## src/agf_pkg.sv

```systemverilog
// Shared constants, types and helper functions of the anagram group finder.
package agf_pkg;

   localparam int MAX_STRINGS  = 16;
   localparam int MAX_LENGTH   = 127;
   localparam int ALPHABET_LEN = 26;
   localparam int KEPT_STRINGS = (MAX_STRINGS < 16) ? MAX_STRINGS : 16;
   localparam int IDX_W        = $clog2(KEPT_STRINGS);
   localparam int PTR_W        = $clog2(KEPT_STRINGS + 1);
   localparam int POS_W        = $clog2(MAX_LENGTH + 1);
   localparam int CNT_W        = 7;
   localparam int LET_W        = $clog2(ALPHABET_LEN);
   localparam int MIDX_W       = 4;

   localparam logic [CNT_W-1:0] COUNT_MAX = '1;

   localparam logic [7:0] CHAR_UPPER_A = 8'h41;
   localparam logic [7:0] CHAR_UPPER_Z = 8'h5A;
   localparam logic [7:0] CHAR_LOWER_A = 8'h61;
   localparam logic [7:0] CHAR_LOWER_Z = 8'h7A;

   typedef logic [ALPHABET_LEN-1:0][CNT_W-1:0] hist_type;
   typedef logic [KEPT_STRINGS-1:0]        str_mask_type;
   typedef logic [IDX_W-1:0]               str_idx_type;
   typedef logic [PTR_W-1:0]               str_ptr_type;

   typedef struct packed {
      logic             hit;
      logic [LET_W-1:0] idx;
   } letter_type;

   typedef struct packed {
      logic load_en;
      logic cmp_init;
      logic cmp_run;
      logic set_clear;
      logic emit_en;
   } ctrl_cmd_type;

   typedef struct packed {
      logic pair_ok;
      logic emit_done;
   } dp_sts_type;

   // lowest set bit of a string mask
   function automatic str_idx_type lowest_bit(input str_mask_type m);
      str_idx_type idx;
      idx = '0;
      for (int k = KEPT_STRINGS - 1; k >= 0; k--) begin
         if (m[k]) begin
            idx = str_idx_type'(k);
         end
      end
      return idx;
   endfunction

   function automatic str_mask_type one_hot(input str_idx_type idx);
      return str_mask_type'(1) << idx;
   endfunction

   // case-folded letter index, hit low for anything that is not a letter
   function automatic letter_type decode_letter(input logic [7:0] ch);
      letter_type res;
      logic [7:0] diff;
      res  = '0;
      diff = '0;
      if (ch >= CHAR_UPPER_A && ch <= CHAR_UPPER_Z) begin
         diff    = ch - CHAR_UPPER_A;
         res.hit = 1'b1;
      end else if (ch >= CHAR_LOWER_A && ch <= CHAR_LOWER_Z) begin
         diff    = ch - CHAR_LOWER_A;
         res.hit = 1'b1;
      end
      res.idx = diff[LET_W-1:0];
      return res;
   endfunction

endpackage

```

## src/agf_ctrl.sv

```systemverilog
// Sequencer of the anagram group finder: load, compare, emit.
module agf_ctrl (
   input  logic                 clock,
   input  logic                 reset,
   input  logic                 req_valid,
   input  logic                 req_end_of_set,
   input  agf_pkg::dp_sts_type  sts,
   output agf_pkg::ctrl_cmd_type cmd
);
   import agf_pkg::*;

   localparam logic [2:0] ST_LOAD  = 3'd0;
   localparam logic [2:0] ST_FLUSH = 3'd1;
   localparam logic [2:0] ST_CMP   = 3'd2;
   localparam logic [2:0] ST_DRAIN = 3'd3;
   localparam logic [2:0] ST_PREP  = 3'd4;
   localparam logic [2:0] ST_EMIT  = 3'd5;

   logic [2:0] state_ff, state_in;

   always_comb begin
      state_in = state_ff;
      cmd      = '0;
      unique case (state_ff)
         ST_LOAD: begin
            cmd.load_en = 1'b1;
            if (req_valid && req_end_of_set) begin
               state_in = ST_FLUSH;
            end
         end
         ST_FLUSH: begin
            // last histogram write lands this cycle
            cmd.cmp_init = 1'b1;
            state_in     = ST_CMP;
         end
         ST_CMP: begin
            cmd.cmp_run = 1'b1;
            if (!sts.pair_ok) begin
               state_in = ST_DRAIN;
            end
         end
         ST_DRAIN: begin
            state_in = ST_PREP;
         end
         ST_PREP: begin
            cmd.set_clear = 1'b1;
            state_in      = ST_EMIT;
         end
         ST_EMIT: begin
            cmd.emit_en = 1'b1;
            if (sts.emit_done) begin
               state_in = ST_LOAD;
            end
         end
         default: begin
            state_in = ST_LOAD;
         end
      endcase
   end

   always_ff @(posedge clock) begin
      if (reset) begin
         state_ff <= ST_LOAD;
      end else begin
         state_ff <= state_in;
      end
   end

endmodule

```

## config.mk

```make
export PLATFORM = sky130hd
export DESIGN_NAME = agf_ctrl
export DESIGN_NICKNAME = d
export VERILOG_FILES = /design/src/agf_pkg.sv /design/src/agf_ctrl.sv
export SDC_FILE = /design/constraint.sdc
export NUM_CORES = 1
export LEC_CHECK = 0
export CORE_AREA = 2 2 39 41
export CTS_CLUSTER_DIAMETER = 40
export DETAILED_ROUTE_END_ITERATION = 10
export DIE_AREA = 0 0 41 43
export DONT_BUFFER_PORTS = 1
export GPL_ROUTABILITY_DRIVEN = 0
export PLACE_DENSITY = 0.39
export REMOVE_ABC_BUFFERS = 1
export SYNTH_ARGS = -nofsm -noshare
export SYNTH_HDL_FRONTEND = slang
export SYNTH_SLANG_ARGS = --single-unit
```

## constraint.sdc

```tcl
create_clock -name clock -period 1.9 [get_ports clock]
set_input_delay 0.475 -clock clock [delete_from_list [all_inputs] [get_ports clock]]
set_output_delay 0.475 -clock clock [all_outputs]
set_load 0.005 [all_outputs]
```

After elaboration in Yosys (flattened, before gate mapping)
Index checks and enable logic that the tools add are counted.
- eq/ne operators: 8
- multiplexer cells: 9
- reductions and logical operators: 3
- operator list (kind ; number):
    3-bit case mux with 6 select lines ; 1
    3-bit two-way mux ; 3
    3-bit by 2-bit == test with 1-bit output, second input constant ; 2
    3-bit == test, second input constant ; 2
    2-bit != test, second input constant ; 3
    1-bit two-way mux ; 5
    3-bit by 1-bit == test with 1-bit output, second input constant ; 1
    3-bit logical NOT ; 1
    3-bit AND reduction ; 1
    1-bit logical AND ; 1
- flip-flop bits (word level): 3
- input bits: 6
- output and inout port bits: 5
- word-level logic and storage cells: 21

Longest topological paths before layout
- depth in word-level cells: 3
- gate-level depth with buffers: 4
- depth with buffers taken out: 3

Least setup slack after synthesis
Ideal clock, no wire load.
- path type: reg2out
- from: reg state_ff[0]
- to: out cmd[3] (netlist name)
- arrival: 0.672 ns
- required time: 1.425 ns
- slack: 0.753 ns
- cell stages (with the launch flop): 2
- path buffers: 0
- path through: dfxtp_1 nor3b_4
- RTL lines (item ; line ; source):
    start: declaration ; agf_ctrl.sv:19 ; logic [2:0] state_ff, state_in;
    start signal: assignment ; agf_ctrl.sv:65 ; state_ff <= state_in;
    end: declaration ; agf_ctrl.sv:8 ; output agf_pkg::ctrl_cmd_type cmd

==> flow_metrics.env <==
export IMPL_outcome="completed"
export IMPL_die_h_um=43
export IMPL_vias=154
export IMPL_worstMarginPinSlew_ps=431.5
export IMPL_hold_violations=0
export IMPL_leakagePower_nw=0.08584
export IMPL_grt_pass1_vias=125
export IMPL_vias_per_cell=3.949
export IMPL_finalMaxSlewViolations=0
export IMPL_synthAdderAreaFrac=0
export IMPL_syn_area_sq_um=219.0
export IMPL_top_register="state_ff"
export IMPL_setup_tns_final_ps=0
export IMPL_setup_violations_final=0
export IMPL_ys_types=16
export IMPL_die_w_um=41
export IMPL_postCtsSetupRepairBufs=0
export IMPL_top_regs="state_ff x3"
export IMPL_clock_sinks=3
export IMPL_largest_reg_flops=3
export IMPL_h_tree_depth=1
export IMPL_synth_top_area_cell="dfxtp_1"
export IMPL_num_rows=14
export IMPL_ioPinCount=11
export IMPL_port_buffers=0
export IMPL_hold_path_class="input pin to flop"
export IMPL_p_per_area_mw_per_mm2=839.1
export IMPL_slowest_stage="dfxtp_1"
export IMPL_overflow=0
export IMPL_num_nets_final=30
export IMPL_synth_mux_area_fraction=0.04571
export IMPL_post_dp_hpwl_um=314
export IMPL_fmaxAchievable_ghz=0.6299
export IMPL_drt_wl_total_um=411
export IMPL_cts_max_path_buffers=2
export IMPL_final_area_sq_um=246.5
export IMPL_cts_buffers_inserted=3
export IMPL_worstPathCellList="nor3b_1"
export IMPL_min_period_ps=1588
export IMPL_wire_per_inst_um=10.54
export IMPL_totalPowerFinal_mw=0.2068
export IMPL_critPathCaptureType="output port"
export IMPL_drive_above_1_share=0.4348
export IMPL_slew_headroom=0.7119
export IMPL_cp_max_fo=10
export IMPL_ys_ff_latch=3
export IMPL_synthTopCellsByArea="dfxtp_1, nor3b_4, a221oi_2"
export IMPL_synthXorXnorAreaFrac=0
export IMPL_hold_slack_ps=308.2
export IMPL_grt_pass1_wl_um=552
export IMPL_postLayoutCoreUtil=0.1781
export IMPL_ctsResizeCount=0
export IMPL_root_buffer="clkbuf_4"
export IMPL_drc=0
export IMPL_cts_tree="done"
export IMPL_synthCells=21
export IMPL_initial_utilization=0.1582
export IMPL_track_usage=0.05711
export IMPL_antenna_found_initial=0
export IMPL_start_kind="flop"
export IMPL_yosys_warnings=0
export IMPL_min_period_over_period=0.8356
export IMPL_hold_buffers=0
export IMPL_cap_violations=0
export IMPL_dr_pass1_iters=3
export IMPL_area_growth_syn_to_layout_pct=12.57
export IMPL_diodes=0
export IMPL_dpl_cell_area_sq_um=220.2
export IMPL_crit_buf_inv=0
export IMPL_fin_skew_ps=1.389
export IMPL_grt_max_degree=11
export IMPL_clk_pin_slew_ps=40
export IMPL_worstSkewPairLatency_ps=230
export IMPL_dieArea_sq_mm=0.001763
export IMPL_rsz0062_at_grt="no"
export IMPL_antenna_left=0
export IMPL_synth_simple_area_share=0.4686
export IMPL_path_class="flop to output port"
export IMPL_cpPeakStageDelay_ps=570
export IMPL_peakVddDrop_uv=436.5
export IMPL_synthDominantCellAreaShare=0.2743
export IMPL_yosysSeqAreaShare=0.2743
export IMPL_core_sq_mm=0.001384
export IMPL_cp_top_family="flip-flops"
export IMPL_synth_compound_area_frac=0.1257
export IMPL_syn_area_per_cell_sq_um=10.43
export IMPL_drtIter0Drc=1
export IMPL_crit_arrival_ps=1110
export IMPL_synth_top_family_by_area="simple AND/OR/NAND/NOR gates"
export IMPL_worstPathRequired_ps=1420
-- Yosys cell counts (all sizes together) --
cell    n
nor3b   3
dfxtp   3
a221oi  1
a21oi   1
buf     2
nand2b  1
nand2   2
nor2    2
nor3    1
and3b   1
mux2i   1
nand3b  2
o21a    1
-- power breakdown --
group	total [mW]	switching (mW)	internal (mW)
sequential	0.0762	0.00928	0.0670
combinational	0.0218	0.00912	0.0127
clock	0.109	0.0303	0.0785
total	0.207	0.0487	0.158
-- final timing paths --
| kind | start | end | slack, ps | depth (start not counted) |
|---|---|---|---|---|
| setup reg to reg | state_ff[2] | state_ff[0] | 800 | 3 |
| setup / recovery | state_ff[2] | cmd[1] | 310 | 1 |
| hold / removal | reset | state_ff[1] | 310 | 1 |
| hold reg to reg | state_ff[0] | state_ff[2] | 590 | 2 |
-- cell usage in the layout, fill, tap and decap left out --
cell type and instances:
nor3b_1 1, nand2_1 2, o21a_1 1, nor3_1 1
nor3b_4 1, dfxtp_1 3, nand3b_1 2, a21oi_1 1
and3b_2 1, clkbuf_4 3, clkbuf_1 1, a221oi_2 1
nand2b_4 1, nor2_2 2, nor3b_2 1, mux2i_1 1
-- through the flow --
step	std cells	worst slack, ps
final	39	312.4
after global routing	39	255.8
after CTS	39	291.8
after detailed placement	35	545.6
after global placement	35	567.7
after floorplan	19	628.7
-- routing by layer --
metal / routed length, um / up-vias / GRT usage
met5: 0 / - / 0
met4: 0 / 0 / 0.04000
met3: 112 / 0 / 0.08901
met2: 104 / 13 / 0.03438
met1: 193 / 61 / 0.07348
li1: - / 80 / -
-- logic make-up (layout without fill, tap and decap cells) --
family	count (synthesis)	count (layout)
muxes	1	1
DFF	3	3
and+or+nand+nor	12	12
buffers and inverters	2	4
AOI/OAI and AO/OA	3	3
-- area by class of cell --
type	instances	area, sq um
multi-input cells	16	140.1
fillers	152	1137
flip-flops and latches	3	60.06
clock buffers	4	26.28
well taps	16	20.02
Note: power is estimated with default switching activity, not from simulation.
